[config.mk]
export PLATFORM = sky130hd
export DESIGN_NAME = gray_tone_adjust_and_dither_quantizer
export DESIGN_NICKNAME = d
export VERILOG_FILES = /design/src/rtl/gtadq_pkg.sv /design/src/rtl/gray_tone_adjust_and_dither_quantizer.sv /design/src/rtl/gtadq_hash.sv /design/src/rtl/gtadq_tone.sv /design/src/rtl/gtadq_quant.sv
export SDC_FILE = /design/constraint.sdc
export NUM_CORES = 2
export LEC_CHECK = 0
export ABC_CLOCK_PERIOD_IN_PS = 9200
export BUFFER_PORTS_ARGS = -buffer_cell sky130_fd_sc_hd__buf_2
export CORE_MARGIN = 3
export CORE_UTILIZATION = 33
export CTS_CLUSTER_DIAMETER = 60
export DETAILED_ROUTE_END_ITERATION = 12
export MAX_ROUTING_LAYER = met4
export SLEW_MARGIN = 20
export SYNTH_ARGS = -nofsm -noshare
export SYNTH_HDL_FRONTEND = slang
export SYNTH_SLANG_ARGS = --single-unit
[constraint.sdc]
create_clock -name clk -period 9.2 [get_ports clk]
set_clock_uncertainty 0.2 [all_clocks]
set_input_delay 0.46 -clock clk [delete_from_list [all_inputs] [get_ports clk]]
set_output_delay 0.46 -clock clk [all_outputs]
set_load 0.01 [all_outputs]
[src/rtl/gtadq_pkg.sv]
// Shared types, constants and register codes of the gray tone quantizer.
`timescale 1ns / 1ps
`default_nettype none

package gtadq_pkg;

    localparam int COORD_BITS_DEF = 16;
    localparam int GRAY_W         = 8;
    localparam int LEVEL_W        = 2;
    localparam int M_FIELDS_W     = LEVEL_W + GRAY_W;
    localparam int M_DATA_W       = ((M_FIELDS_W + 7) / 8) * 8;
    localparam int CFG_INDEX_W    = 3;
    localparam int CFG_DATA_W     = 8;
    localparam int STAGES         = 8;
    localparam int HASH_STAGES    = 3;
    localparam int DIV_STEPS      = 3;

    // Noise hash multipliers
    localparam logic [31:0] HASH_MUL_X   = 32'd374761393;
    localparam logic [31:0] HASH_MUL_Y   = 32'd668265263;
    localparam logic [31:0] HASH_MUL_MIX = 32'd1274126177;
    localparam int          HASH_SHIFT   = 13;

    // Divide by 100 as multiply by 5243 / 2^19, exact for magnitudes below 2^15
    localparam logic [12:0] RECIP_100   = 13'd5243;
    localparam int          RECIP_SHIFT = 19;

    localparam logic [7:0] GRAY_MAX   = 8'd255;
    localparam logic [7:0] GRAY_MID   = 8'd128;
    localparam logic [7:0] THR_LEVEL1 = 8'd45;
    localparam logic [7:0] THR_LEVEL2 = 8'd70;
    localparam logic [7:0] THR_LEVEL3 = 8'd140;

    typedef enum logic [CFG_INDEX_W-1:0] {
        CFG_ADJUST_ENABLE    = 3'd0,
        CFG_CONTRAST_PERCENT = 3'd1,
        CFG_BRIGHT_OFFSET    = 3'd2,
        CFG_GAMMA_ENABLE     = 3'd3,
        CFG_NOISE_ENABLE     = 3'd4,
        CFG_ONE_BIT_MODE     = 3'd5
    } cfg_index_t;

    typedef struct packed {
        logic       adjust_enable;
        logic [7:0] contrast_percent;
        logic [5:0] bright_offset;
        logic       gamma_enable;
        logic       noise_enable;
        logic       one_bit_mode;
    } cfg_t;

    localparam logic       RST_ADJUST_ENABLE    = 1'b0;
    localparam logic [7:0] RST_CONTRAST_PERCENT = 8'd115;
    localparam logic [5:0] RST_BRIGHT_OFFSET    = 6'd10;
    localparam logic       RST_GAMMA_ENABLE     = 1'b0;
    localparam logic       RST_NOISE_ENABLE     = 1'b0;
    localparam logic       RST_ONE_BIT_MODE     = 1'b0;

    // One load enable per pipeline stage, stage 0 first
    typedef logic [STAGES-1:0] stage_en_t;

endpackage

`default_nettype wire

[src/rtl/gray_tone_adjust_and_dither_quantizer.sv]
// Top level of the gray tone adjust and dither quantizer.
//
//  channel   dir  tdata bits (low first)               tuser  tlast
//  s_*       in   gray_in[7:0], column, row, zero pad   -      -
//  m_*       out  level[1:0], adjusted_gray[7:0], pad   -      -
//  cfg_*     in   write enable, register index, data    -      -
//
// Eight register stages, one pixel per clock while the output is not stalled.
// Depth is set by the contrast divide, the 3-bit-per-stage gamma divider and
// the 32-bit hash multipliers; the hash runs beside the tone stages.
// Each stage holds while its successor is full and stalled, so bubbles close up.
// rst_n clears the valid bits and resets the configuration registers; no clearing pass.
`timescale 1ns / 1ps
`default_nettype none

module gray_tone_adjust_and_dither_quantizer #(
    parameter int  COORD_BITS = gtadq_pkg::COORD_BITS_DEF,
    localparam int S_DATA_W   = ((gtadq_pkg::GRAY_W + 2 * COORD_BITS + 7) / 8) * 8
) (
    input  logic                              clk,
    input  logic                              rst_n,
    input  logic                              s_tvalid,
    output logic                              s_tready,
    input  logic [S_DATA_W-1:0]               s_tdata,  // gray_in, column, row
    output logic                              m_tvalid,
    input  logic                              m_tready,
    output logic [gtadq_pkg::M_DATA_W-1:0]    m_tdata,  // level, adjusted_gray
    input  logic                              cfg_we,
    input  logic [gtadq_pkg::CFG_INDEX_W-1:0] cfg_index,
    input  logic [gtadq_pkg::CFG_DATA_W-1:0]  cfg_data
);

    localparam int LAST = gtadq_pkg::STAGES - 1;

    gtadq_pkg::cfg_t               cfg_reg;
    gtadq_pkg::stage_en_t          valid_reg;
    gtadq_pkg::stage_en_t          valid_next;
    gtadq_pkg::stage_en_t          stage_rdy;
    logic [gtadq_pkg::GRAY_W-1:0]  tone_gray;
    logic [gtadq_pkg::GRAY_W-1:0]  noise;
    logic [gtadq_pkg::LEVEL_W-1:0] out_level;
    logic [gtadq_pkg::GRAY_W-1:0]  out_gray;

    always_ff @(posedge clk or negedge rst_n)
    begin
        if (!rst_n)
        begin
            cfg_reg.adjust_enable    <= gtadq_pkg::RST_ADJUST_ENABLE;
            cfg_reg.contrast_percent <= gtadq_pkg::RST_CONTRAST_PERCENT;
            cfg_reg.bright_offset    <= gtadq_pkg::RST_BRIGHT_OFFSET;
            cfg_reg.gamma_enable     <= gtadq_pkg::RST_GAMMA_ENABLE;
            cfg_reg.noise_enable     <= gtadq_pkg::RST_NOISE_ENABLE;
            cfg_reg.one_bit_mode     <= gtadq_pkg::RST_ONE_BIT_MODE;
        end
        else if (cfg_we)
        begin
            unique case (cfg_index)
                gtadq_pkg::CFG_ADJUST_ENABLE:    cfg_reg.adjust_enable    <= cfg_data[0];
                gtadq_pkg::CFG_CONTRAST_PERCENT: cfg_reg.contrast_percent <= cfg_data[7:0];
                gtadq_pkg::CFG_BRIGHT_OFFSET:    cfg_reg.bright_offset    <= cfg_data[5:0];
                gtadq_pkg::CFG_GAMMA_ENABLE:     cfg_reg.gamma_enable     <= cfg_data[0];
                gtadq_pkg::CFG_NOISE_ENABLE:     cfg_reg.noise_enable     <= cfg_data[0];
                gtadq_pkg::CFG_ONE_BIT_MODE:     cfg_reg.one_bit_mode     <= cfg_data[0];
                default:
                begin
                    // drop writes to unused indexes
                end
            endcase
        end
    end

    // a stage may load when it is empty or its content moves on this cycle
    always_comb
    begin
        stage_rdy[LAST] = !valid_reg[LAST] || m_tready;
        for (int k = LAST - 1; k >= 0; k--)
        begin
            stage_rdy[k] = !valid_reg[k] || stage_rdy[k+1];
        end
        valid_next[0] = stage_rdy[0] ? s_tvalid : valid_reg[0];
        for (int k = 1; k <= LAST; k++)
        begin
            valid_next[k] = stage_rdy[k] ? valid_reg[k-1] : valid_reg[k];
        end
    end

    always_ff @(posedge clk or negedge rst_n)
    begin
        if (!rst_n)
        begin
            valid_reg <= '0;
        end
        else
        begin
            valid_reg <= valid_next;
        end
    end

    assign s_tready = stage_rdy[0];
    assign m_tvalid = valid_reg[LAST];

    gtadq_tone u_tone (
        .clk      (clk),
        .en       (stage_rdy),
        .cfg      (cfg_reg),
        .gray_in  (s_tdata[gtadq_pkg::GRAY_W-1:0]),
        .gray_out (tone_gray)
    );

    gtadq_hash #(
        .COORD_BITS (COORD_BITS)
    ) u_hash (
        .clk    (clk),
        .en     (stage_rdy),
        .column (s_tdata[gtadq_pkg::GRAY_W +: COORD_BITS]),
        .row    (s_tdata[gtadq_pkg::GRAY_W + COORD_BITS +: COORD_BITS]),
        .noise  (noise)
    );

    gtadq_quant u_quant (
        .clk           (clk),
        .en            (stage_rdy[LAST]),
        .cfg           (cfg_reg),
        .gray          (tone_gray),
        .noise         (noise),
        .level         (out_level),
        .adjusted_gray (out_gray)
    );

    assign m_tdata = {{(gtadq_pkg::M_DATA_W - gtadq_pkg::M_FIELDS_W){1'b0}}, out_gray, out_level};

endmodule

`default_nettype wire

[src/rtl/gtadq_hash.sv]
// Coordinate noise hash pipeline, delivering the 8-bit threshold at stage 6.
`timescale 1ns / 1ps
`default_nettype none

module gtadq_hash #(
    parameter int COORD_BITS = gtadq_pkg::COORD_BITS_DEF
) (
    input  logic                         clk,
    input  gtadq_pkg::stage_en_t         en,
    input  logic [COORD_BITS-1:0]        column,
    input  logic [COORD_BITS-1:0]        row,
    output logic [gtadq_pkg::GRAY_W-1:0] noise
);

    localparam int LAST = gtadq_pkg::STAGES - 2;

    logic [31:0] px_next;
    logic [31:0] py_next;
    logic [31:0] px_reg;
    logic [31:0] py_reg;
    logic [31:0] hash_sum;
    logic [31:0] mix_next;
    logic [31:0] mix_reg;
    logic [31:0] scramble;
    logic [gtadq_pkg::GRAY_W-1:0] noise_pipe_reg [gtadq_pkg::HASH_STAGES-1:LAST];

    always_comb
    begin
        px_next  = 32'(column) * gtadq_pkg::HASH_MUL_X;
        py_next  = 32'(row) * gtadq_pkg::HASH_MUL_Y;
        hash_sum = px_reg + py_reg;
        mix_next = hash_sum ^ (hash_sum >> gtadq_pkg::HASH_SHIFT);
        scramble = mix_reg * gtadq_pkg::HASH_MUL_MIX;
    end

    always_ff @(posedge clk)
    begin
        if (en[0])
        begin
            px_reg <= px_next;
            py_reg <= py_next;
        end
        if (en[1])
        begin
            mix_reg <= mix_next;
        end
        if (en[2])
        begin
            noise_pipe_reg[gtadq_pkg::HASH_STAGES-1] <= scramble[31:24];
        end
        // carry the threshold alongside the tone pipeline
        for (int k = gtadq_pkg::HASH_STAGES; k <= LAST; k++)
        begin
            if (en[k])
            begin
                noise_pipe_reg[k] <= noise_pipe_reg[k-1];
            end
        end
    end

    assign noise = noise_pipe_reg[LAST];

endmodule

`default_nettype wire

[src/rtl/gtadq_tone.sv]
// Tone pipeline: contrast, brightness and square-root gamma over stages 0 to 6.
`timescale 1ns / 1ps
`default_nettype none

module gtadq_tone (
    input  logic                         clk,
    input  gtadq_pkg::stage_en_t         en,
    input  gtadq_pkg::cfg_t              cfg,
    input  logic [gtadq_pkg::GRAY_W-1:0] gray_in,
    output logic [gtadq_pkg::GRAY_W-1:0] gray_out
);

    // One restoring division step: returns {quotient bit, new remainder}
    function automatic logic [8:0] div_step(
        input logic [7:0] rem,
        input logic       dividend_bit,
        input logic [7:0] divisor
    );
        logic [8:0] trial;
        logic [8:0] diff;
        logic [8:0] result;
        trial = {rem, dividend_bit};
        diff  = trial - {1'b0, divisor};
        if (trial >= {1'b0, divisor})
        begin
            result = {1'b1, diff[7:0]};
        end
        else
        begin
            result = {1'b0, trial[7:0]};
        end
        return result;
    endfunction

    // stage 0: contrast product
    logic signed [8:0]  gray_dev;
    logic signed [17:0] prod_next;
    logic signed [17:0] s0_prod_reg;
    logic [7:0]         s0_gray_reg;

    // stage 1: divide by 100
    logic signed [17:0] prod_abs;
    logic [14:0]        prod_mag;
    logic [27:0]        quot_wide;
    logic               s1_neg_reg;
    logic [8:0]         s1_quot_reg;
    logic [7:0]         s1_gray_reg;

    // stage 2: recenter, clamp, brightness
    logic signed [10:0] contrast_val;
    logic [7:0]         contrast_clamp;
    logic [8:0]         bright_sum;
    logic [7:0]         bright_clamp;
    logic [7:0]         s2_gray_next;
    logic [7:0]         s2_gray_reg;

    // stages 3 to 5: p = g * 255 divided by r1 = (g + 255) / 2
    logic [15:0]        prod255;
    logic [8:0]         root_sum;
    logic [7:0]         divisor_next;
    logic [8:0]         step3;
    logic [8:0]         step4;
    logic [8:0]         step5;
    logic [7:0]         rem3;
    logic [7:0]         rem4;
    logic [7:0]         rem5;
    logic [2:0]         quot3_next;
    logic [2:0]         quot4_bits;
    logic [2:0]         quot5_bits;
    logic [7:0]         s3_gray_reg;
    logic [7:0]         s3_div_reg;
    logic [7:0]         s3_rem_reg;
    logic [2:0]         s3_quot_reg;
    logic [5:0]         s3_low_reg;
    logic [7:0]         s4_gray_reg;
    logic [7:0]         s4_div_reg;
    logic [7:0]         s4_rem_reg;
    logic [5:0]         s4_quot_reg;
    logic [2:0]         s4_low_reg;
    logic [7:0]         s5_gray_reg;
    logic [7:0]         s5_div_reg;
    logic [8:0]         s5_quot_reg;

    // stage 6: second Newton average and select
    logic [9:0]         root_avg;
    logic [8:0]         root_val;
    logic [7:0]         root_cap;
    logic [7:0]         s6_gray_next;
    logic [7:0]         s6_gray_reg;

    always_comb
    begin
        gray_dev  = $signed({1'b0, gray_in}) - 9'sd128;
        prod_next = 18'(gray_dev) * 18'($signed({1'b0, cfg.contrast_percent}));
    end

    always_comb
    begin
        prod_abs  = s0_prod_reg[17] ? -s0_prod_reg : s0_prod_reg;
        prod_mag  = prod_abs[14:0];
        quot_wide = 28'(prod_mag) * 28'(gtadq_pkg::RECIP_100);
    end

    always_comb
    begin
        contrast_val = s1_neg_reg ? (11'sd128 - $signed({2'b00, s1_quot_reg}))
                                  : (11'sd128 + $signed({2'b00, s1_quot_reg}));
        priority if (contrast_val < 11'sd0)
        begin
            contrast_clamp = '0;
        end
        else if (contrast_val > 11'sd255)
        begin
            contrast_clamp = gtadq_pkg::GRAY_MAX;
        end
        else
        begin
            contrast_clamp = contrast_val[7:0];
        end
        bright_sum   = {1'b0, contrast_clamp} + {3'b000, cfg.bright_offset};
        bright_clamp = bright_sum[8] ? gtadq_pkg::GRAY_MAX : bright_sum[7:0];
        s2_gray_next = cfg.adjust_enable ? bright_clamp : s1_gray_reg;
    end

    // first Newton step from r = g is exact: (g + g*255/g) / 2 = (g + 255) / 2
    always_comb
    begin
        prod255      = {s2_gray_reg, 8'd0} - {8'd0, s2_gray_reg};
        root_sum     = {1'b0, s2_gray_reg} + {1'b0, gtadq_pkg::GRAY_MAX};
        divisor_next = root_sum[8:1];
        step3        = '0;
        rem3         = {1'b0, prod255[15:9]};
        quot3_next   = '0;
        for (int i = 0; i < gtadq_pkg::DIV_STEPS; i++)
        begin
            step3             = div_step(rem3, prod255[8-i], divisor_next);
            quot3_next[2-i]   = step3[8];
            rem3              = step3[7:0];
        end
    end

    always_comb
    begin
        step4      = '0;
        rem4       = s3_rem_reg;
        quot4_bits = '0;
        for (int i = 0; i < gtadq_pkg::DIV_STEPS; i++)
        begin
            step4           = div_step(rem4, s3_low_reg[5-i], s3_div_reg);
            quot4_bits[2-i] = step4[8];
            rem4            = step4[7:0];
        end
    end

    always_comb
    begin
        step5      = '0;
        rem5       = s4_rem_reg;
        quot5_bits = '0;
        for (int i = 0; i < gtadq_pkg::DIV_STEPS; i++)
        begin
            step5           = div_step(rem5, s4_low_reg[2-i], s4_div_reg);
            quot5_bits[2-i] = step5[8];
            rem5            = step5[7:0];
        end
    end

    always_comb
    begin
        root_avg = {2'b00, s5_div_reg} + {1'b0, s5_quot_reg};
        root_val = root_avg[9:1];
        root_cap = root_val[8] ? gtadq_pkg::GRAY_MAX : root_val[7:0];
        // black stays black under gamma
        if (cfg.adjust_enable && cfg.gamma_enable && (s5_gray_reg != '0))
        begin
            s6_gray_next = root_cap;
        end
        else if (cfg.adjust_enable && cfg.gamma_enable)
        begin
            s6_gray_next = '0;
        end
        else
        begin
            s6_gray_next = s5_gray_reg;
        end
    end

    always_ff @(posedge clk)
    begin
        if (en[0])
        begin
            s0_prod_reg <= prod_next;
            s0_gray_reg <= gray_in;
        end
        if (en[1])
        begin
            s1_neg_reg  <= s0_prod_reg[17];
            s1_quot_reg <= quot_wide[gtadq_pkg::RECIP_SHIFT +: 9];
            s1_gray_reg <= s0_gray_reg;
        end
        if (en[2])
        begin
            s2_gray_reg <= s2_gray_next;
        end
        if (en[3])
        begin
            s3_gray_reg <= s2_gray_reg;
            s3_div_reg  <= divisor_next;
            s3_rem_reg  <= rem3;
            s3_quot_reg <= quot3_next;
            s3_low_reg  <= prod255[5:0];
        end
        if (en[4])
        begin
            s4_gray_reg <= s3_gray_reg;
            s4_div_reg  <= s3_div_reg;
            s4_rem_reg  <= rem4;
            s4_quot_reg <= {s3_quot_reg, quot4_bits};
            s4_low_reg  <= s3_low_reg[2:0];
        end
        if (en[5])
        begin
            s5_gray_reg <= s4_gray_reg;
            s5_div_reg  <= s4_div_reg;
            s5_quot_reg <= {s4_quot_reg, quot5_bits};
        end
        if (en[6])
        begin
            s6_gray_reg <= s6_gray_next;
        end
    end

    assign gray_out = s6_gray_reg;

endmodule

`default_nettype wire

[src/rtl/gtadq_quant.sv]
// Output stage: quantize the adjusted gray to a level and hold the result.
`timescale 1ns / 1ps
`default_nettype none

module gtadq_quant (
    input  logic                          clk,
    input  logic                          en,
    input  gtadq_pkg::cfg_t               cfg,
    input  logic [gtadq_pkg::GRAY_W-1:0]  gray,
    input  logic [gtadq_pkg::GRAY_W-1:0]  noise,
    output logic [gtadq_pkg::LEVEL_W-1:0] level,
    output logic [gtadq_pkg::GRAY_W-1:0]  adjusted_gray
);

    logic signed [8:0]             noise_dev;
    logic signed [8:0]             noise_adj;
    logic signed [8:0]             noise_half;
    logic signed [8:0]             one_bit_thr;
    logic [9:0]                    gray_x3;
    logic [10:0]                   dither_sum;
    logic [gtadq_pkg::LEVEL_W-1:0] level_next;
    logic [gtadq_pkg::LEVEL_W-1:0] level_reg;
    logic [gtadq_pkg::GRAY_W-1:0]  gray_reg;

    always_comb
    begin
        // threshold 128 + (t - 128) / 2, halved toward zero
        noise_dev   = $signed({1'b0, noise}) - 9'sd128;
        noise_adj   = noise_dev + $signed({8'd0, noise_dev[8]});
        noise_half  = noise_adj >>> 1;
        one_bit_thr = 9'sd128 + noise_half;
        gray_x3     = {1'b0, gray, 1'b0} + {2'b00, gray};
        dither_sum  = {1'b0, gray_x3} + {3'b000, noise};
        priority if (cfg.one_bit_mode)
        begin
            level_next = ($signed({1'b0, gray}) >= one_bit_thr) ? 2'd1 : 2'd0;
        end
        else if (cfg.noise_enable)
        begin
            priority if (gray_x3 < 10'd255)
            begin
                level_next = (dither_sum >= 11'd255) ? 2'd1 : 2'd0;
            end
            else if (gray_x3 < 10'd510)
            begin
                level_next = (dither_sum >= 11'd510) ? 2'd2 : 2'd1;
            end
            else
            begin
                level_next = (dither_sum >= 11'd765) ? 2'd3 : 2'd2;
            end
        end
        else
        begin
            priority if (gray < gtadq_pkg::THR_LEVEL1)
            begin
                level_next = 2'd0;
            end
            else if (gray < gtadq_pkg::THR_LEVEL2)
            begin
                level_next = 2'd1;
            end
            else if (gray < gtadq_pkg::THR_LEVEL3)
            begin
                level_next = 2'd2;
            end
            else
            begin
                level_next = 2'd3;
            end
        end
    end

    always_ff @(posedge clk)
    begin
        if (en)
        begin
            level_reg <= level_next;
            gray_reg  <= gray;
        end
    end

    assign level         = level_reg;
    assign adjusted_gray = gray_reg;

endmodule

`default_nettype wire

Word level (Yosys, flattened, before mapping)
Memory sizes are Yosys's and may differ from the RTL's.
Index checks and enable logic that the tools add are counted.
{"block": "word_totals", "reg_bits": 283, "latch_bits": 0, "ram_bits": 40, "rom_bits": 0, "inputBits": 56, "output_inout_bits": 18, "elab_cells": 159, "n_memories": 1}
{"block": "classes", "n_addsub": 23, "multipliers": 5, "div": 0, "magnitude_cmp": 20, "eq_ne": 5, "shifts": 0, "muxes": 39, "n_bitwise": 1, "reduce_logical": 26}
{"name": "u_hash.noise_pipe_reg", "depth": 5, "word_bits": 8, "rd": 5, "rd_ports_with_merged_regs": 0, "wr": 5, "line": "gtadq_hash.sv:25", "rtl": "logic [gtadq_pkg::GRAY_W-1:0] noise_pipe_reg [gtadq_pkg::HASH_STAGES-1:LAST];"}
{"op": "9-bit two-way mux", "count": 9}
{"op": "9-bit by 8-bit >= comparator with 1-bit output", "count": 8}
{"op": "8-bit subtractor", "count": 9}
{"op": "8-bit two-way mux", "count": 7}
{"op": "32-bit adder", "count": 1}
{"op": "16-bit by 29-bit multiplier with 32-bit output, second input constant", "count": 1}
{"op": "16-bit by 30-bit multiplier with 32-bit output, second input constant", "count": 1}
{"op": "32-bit by 31-bit multiplier with 32-bit output, second input constant", "count": 1}
{"op": "32-bit by 19-bit XOR with 32-bit output", "count": 1}
{"op": "15-bit by 13-bit multiplier with 28-bit output, second input constant", "count": 1}
{"op": "9-bit by 9-bit multiplier with 18-bit output", "count": 1}
{"op": "8-bit by 8-bit subtractor with 9-bit output, second input constant", "count": 2}
{"op": "16-bit by 8-bit subtractor with 16-bit output", "count": 1}
{"op": "15-bit two-way mux", "count": 1}
{"op": "15-bit negation", "count": 1}
{"op": "1-bit two-way mux", "count": 14}
{"op": "2-bit two-way mux", "count": 7}
{"op": "2-bit AND reduction", "count": 6}
{"op": "10-bit by 8-bit adder with 11-bit output", "count": 1}
{"op": "11-bit by 10-bit >= comparator with 1-bit output, second input constant", "count": 1}
{"op": "11-bit by 8-bit >= comparator with 1-bit output, second input constant", "count": 1}
{"op": "11-bit by 9-bit >= comparator with 1-bit output, second input constant", "count": 1}
{"op": "11-bit by 9-bit greater-than comparator with 1-bit output, second input constant", "count": 1}
{"op": "11-bit by 1-bit less-than comparator with 1-bit output, second input constant", "count": 1}
{"op": "other kinds (24)", "count": 41}

Longest topological paths before layout
{"block": "logic_depth", "word_depth": 9, "mapped_depth": 36}

By module
A second synthesis with hierarchy kept.
{"block": "hier_totals", "hier_cells": 4066, "hier_area_um2": 43842.0}
{"module": "gtadq_hash", "n_inst": 1, "cells_per_inst": 2275, "area_each_um2": 25288.0, "seq_area_each_um2": 4083.9}
{"module": "gtadq_tone", "n_inst": 1, "cells_per_inst": 1522, "area_each_um2": 15653.8, "seq_area_each_um2": 4414.2}
{"module": "gtadq_quant", "n_inst": 1, "cells_per_inst": 190, "area_each_um2": 1722.9, "seq_area_each_um2": 300.3}
{"module": "gray_tone_adjust_and_dither_quantizer", "n_inst": 1, "cells_per_inst": 79, "area_each_um2": 1177.4, "seq_area_each_um2": 659.4}

Worst setup path before layout
Ideal clock, no wire load.
{"block": "synth_timing", "path_type": "register to register", "start": "reg u_tone.s2_gray_reg[4]", "end": "reg u_tone.s3_rem_reg[2], data pin", "t_arrival_ns": 7.123, "required_time_ns": 8.740, "setup_slack_ns": 1.617, "path_stages_with_launch": 36, "n_path_buf": 2, "period_less_slack_ns": 7.583, "cell_sequence": "edfxtp_1 or4_1 nor3_1 nand2_1 xnor2_1 ha_1 fa_1 nor2b_1 o21ai_0 a21boi_0 o31ai_1 a21oi_1 buf_2 mux2_2 inv_1 ha_1 nor2b_1 o21ai_0 a21boi_0 o21ai_0 a21oi_1 o21ai_0 nand3b_1 buf_6 mux2i_1 ha_1 nor2b_1 o21ai_0 a21oi_1 o21ai_0 a21oi_1 o22a_1 nor2_1 mux2_4 clkinv_4 mux2_4"}
{"block": "synth_via", "elab_chain_len": 7, "word_cells_on_any_way": 11}
{"item": "start, declared", "line": "gtadq_tone.sv:55", "rtl": "logic [7:0] s2_gray_reg;"}
{"item": "start signal, assigned", "line": "gtadq_tone.sv:203", "rtl": "s2_gray_reg <= s2_gray_next;"}
{"item": "16-bit by 8-bit subtractor with 16-bit output or 8-bit by 8-bit adder with 9-bit output (tied branches)", "line": "gtadq_tone.sv:128, gtadq_tone.sv:129"}
{"item": "8-bit subtractor or 8-bit >= comparator (tied branches)", "line": "gtadq_tone.sv:23, gtadq_tone.sv:24"}
{"item": "9-bit two-way mux", "line": "gtadq_tone.sv:24", "rtl": "if (trial >= {1'b0, divisor})"}
{"item": "8-bit subtractor or 9-bit by 8-bit >= comparator with 1-bit output (tied branches)", "line": "gtadq_tone.sv:23, gtadq_tone.sv:24"}
{"item": "9-bit two-way mux", "line": "gtadq_tone.sv:24"}
{"item": "8-bit subtractor or 9-bit by 8-bit >= comparator with 1-bit output (tied branches)", "line": "gtadq_tone.sv:23, gtadq_tone.sv:24"}
{"item": "9-bit two-way mux *", "line": "gtadq_tone.sv:24"}
{"item": "named net u_tone.step3[2]", "line": "gtadq_tone.sv:61", "rtl": "logic [8:0] step3;"}
{"item": "end signal, assigned", "line": "gtadq_tone.sv:209", "rtl": "s3_rem_reg <= rem3;"}
{"item": "end, declared", "line": "gtadq_tone.sv:72", "rtl": "logic [7:0] s3_rem_reg;"}
Mark *: on every way through the listed nets, which the timed path passes. The rest lies on a longest branch.
A chain may end at the register's enable or synchronous reset.

Final worst setup path
{"block": "layout_timing", "start": "reg u_tone.s2_gray_reg[4]", "end": "reg u_tone.s3_rem_reg[6], data pin"}
Same word-level chain as after synthesis.

==> impl_metrics.csv <==
group,metric,value,unit
grt,grt_max_degree,52,
detailed_routing,ant_nets,0,
final_layout,final_cells,5793,
final_layout,fin_nets,5374,
yosys,syn_inst,3930,
yosys,synth_ff_type,"edfxtp_1",
place,dpl.cell_count,5717,
min_path,hold_path_class,"input port to register",
final_layout,multiInputGateArea,0.0297,mm2
cts,cts_buffers,37,
grt,grt_pass1_vias,28900,
detailed_routing,via_per_inst,4.64,
cts,clk_pin_slew,0.06,ns
die,io_pins,74,
die,initial_core_util,0.334,
yosys,synth_area_per_cell,10.9,um2
worst_setup_path,worstSetupPathType,"register to register",
worst_setup_path,arrival,8.57,ns
grt,grt_pass1_wl,151000,um
worst_setup_path,r2r-start,"u_tone.s2_gray_reg[4]",
worst_setup_path,worst_path_most_repeated_cell,"o21ai_0",
grt,met1_usage,0.188,
sta,min_period,8.46,ns
grt,grt_overflow,0,
die,coreArea,0.128,mm2
place,place_ws,0.882,ns
final_layout,fillers,12800,
sta,slew_viol_final,0,
worst_setup_path,end_kind,"register",
cts,cts_resized,0,
detailed_routing,dr.pass1.iters,5,
final_layout,layout-drive-gt1-share,0.0534,
yosys,synth_area,0.0427,mm2
worst_setup_path,cp.required,9.31,ns
cts,clk-insertion-delay-late,0.57,ns
yosys,async_flop_share,0.0815,
grt,met3_usage,0.0163,
yosys,ys_seq_area_frac,0.221,
detailed_routing,dr_total_vias,26900,
die,die_w,366,um
sta,clock.fmax,0.118,GHz
cts,cts_max_level,2,
detailed_routing,drt_iter0_markers,1218,
worst_setup_path,cp_slowest_cell,"or4_1",
final_layout,post-route-util,0.363,
yosys,synth.distinct_cells,78,
sta,setup_tns,0,ns
worst_setup_path,crit_path_start_kind,"register",
place,port_buffers,67,
cts,clk_path_buf_depth,3,
min_path,hold_depth,1,
cts,post_cts_buffers,0,
worst_setup_path,path_max_fanout,13,
detailed_routing,wl,90400,um
sta,fin_ws,0.738,ns
detailed_routing,drc,0,
final_layout,antenna_cells,0,
sta,report.final.hold_viol_count,0,
detailed_routing,wl_per_cell,15.6,um
min_path,min_from,"s_tdata[4]",
place,gp_congestion,0.890,
flow_run,maxCapViolCount,0,
yosys,synth_enable_flop_cells,293,
grt,grt_util_met2,0.240,
sta,worst_pin_slew,1.15,ns
sta,rsz0062_at_grt,"no",
die,fp-row-count,131,
worst_setup_path,crit_start,"u_tone.s2_gray_reg[4]",
worst_setup_path,ff2ff_path_depth,35,
final_layout,seq_area,0.00946,mm2
grt,grt.busiest_layer,"met2",
cts,cts-hold-fix-buffers,10,
cts,cts_sinks,319,
status,status,"completed",
place,dpl.hpwl,78100,um
sta,setup_viol,0,
die,dieArea,0.134,mm2
die,die_h,366,um
yosys,synth-seq-cells,319,
final_layout,largest_reg_flops,40,
cts,cts_tree,"yes",
grt,track_usage,0.143,
worst_setup_path,critical-path-max-stage-delay,0.58,ns
final_layout,area_growth,8.82,%
sta,slew_headroom,0.214,
sta,finalCritPeriodShare,0.920,
yosys,yosysWarnings,0,
cts,ctsRootBufferMaster,"clkbuf_16",
grt,antenna_found_initial,2,
metrics by stage:
stage	cell area (um2)	hold slack, ns
2_1_floorplan	42800	-0.0356
3_3_place_gp	45200	0.202
3_5_place_dp	45200	0.205
4_1_cts	46500	0.000748
5_1_grt	46500	0.0197
6_report	46500	0.0460
synthesized netlist by cell type (13+ instances only):
library cell	count	area, um2
inv_1	941	3530
ha_1	671	8400
fa_1	610	12200
edfxtp_1	293	8800
xnor2_1	180	1580
a21oi_1	131	656
nor2_1	128	480
nand2_1	114	428
o21ai_0	104	521
xor2_1	83	727
a21o_1	70	526
nor3_1	49	245
and2_1	42	263
nor2b_1	40	250
o21a_1	34	255
nand3_1	32	160
mux2_2	30	338
nand2b_1	30	188
a211oi_1	24	180
dfrtp_1	19	475
nand4_1	19	119
o21bai_1	18	135
clkbuf_1	16	60.1
and3_1	15	93.8
or2_2	15	93.8
a221o_1	13	130
a31oi_1	13	81.3
o31ai_1	13	97.6
or3_1	13	81.3
metal layers:
layer  routed length (um)  part of all wire  vias up
met5                    0                 0        -
met4                 1970             0.022        0
met3                 3170             0.035      105
met2                43700              0.48      391
met1                41600              0.46    13300
li1                     -                 -    13100
final cells by class:
class / count / area share
sequential: 319 / 0.203
tap: 1729 / 0.0465
multi-input combinational: 2649 / 0.638
clock inverter: 25 / 0.00449
inverter: 942 / 0.0761
timing repair buffer: 88 / 0.0111
clock buffer: 41 / 0.0207
cells by family after synthesis:
| group | share of synthesized area |
|---|---|
| AO/OA/AOI/OAI | 0.0801 |
| XOR/XNOR | 0.0539 |
| adder cells (fa/ha/maj) | 0.482 |
| buffers and inverters | 0.0858 |
| flip-flops | 0.221 |
| multiplexers | 0.0136 |
| other | 0.0000878 |
| AND/OR/NAND/NOR | 0.0629 |
cells in the final DEF (no fill, tap or decap), drive strengths merged, types with 18 or more instances in the layout:
master / n
clkbuf: 41
mux2: 39
nor2b: 40
and2: 43
xnor2: 180
dfrtp: 19
nor3: 49
edfxtp: 293
nor2: 128
a21oi: 132
nand2b: 30
xor2: 83
o21bai: 18
a21o: 70
nand4: 19
ha: 671
inv: 947
nand2: 114
o21a: 34
buf: 78
a211oi: 24
o21ai: 108
fa: 610
nand3: 32
path summary, 6_finish.rpt:
| check | slack [ns] | endpoint |
|---|---|---|
| min | 0.05 | u_tone.s0_gray_reg[4] |
| min in group asynchronous | 0.29 | cfg_reg[16] |
| max reg2reg | 0.74 | u_tone.s3_rem_reg[6] |
| max | 0.74 | u_tone.s3_rem_reg[6] |
| min reg2reg | 0.21 | u_tone.s5_gray_reg[2] |
| max in group asynchronous | 8.05 | valid_reg[7] |
critical path: cells and delay by family, from the launching register on:
kind	cells	cell delay [ns]
compound gates	14	2.51
xor+xnor	1	0.17
fa+ha+maj	4	1.20
buf+inv	4	0.56
flops	1	0.50
mux	4	1.22
simple gates	8	1.82
Power is not shown: default switching activity piles up to over one toggle a cycle in this logic, so the estimate is an artifact.
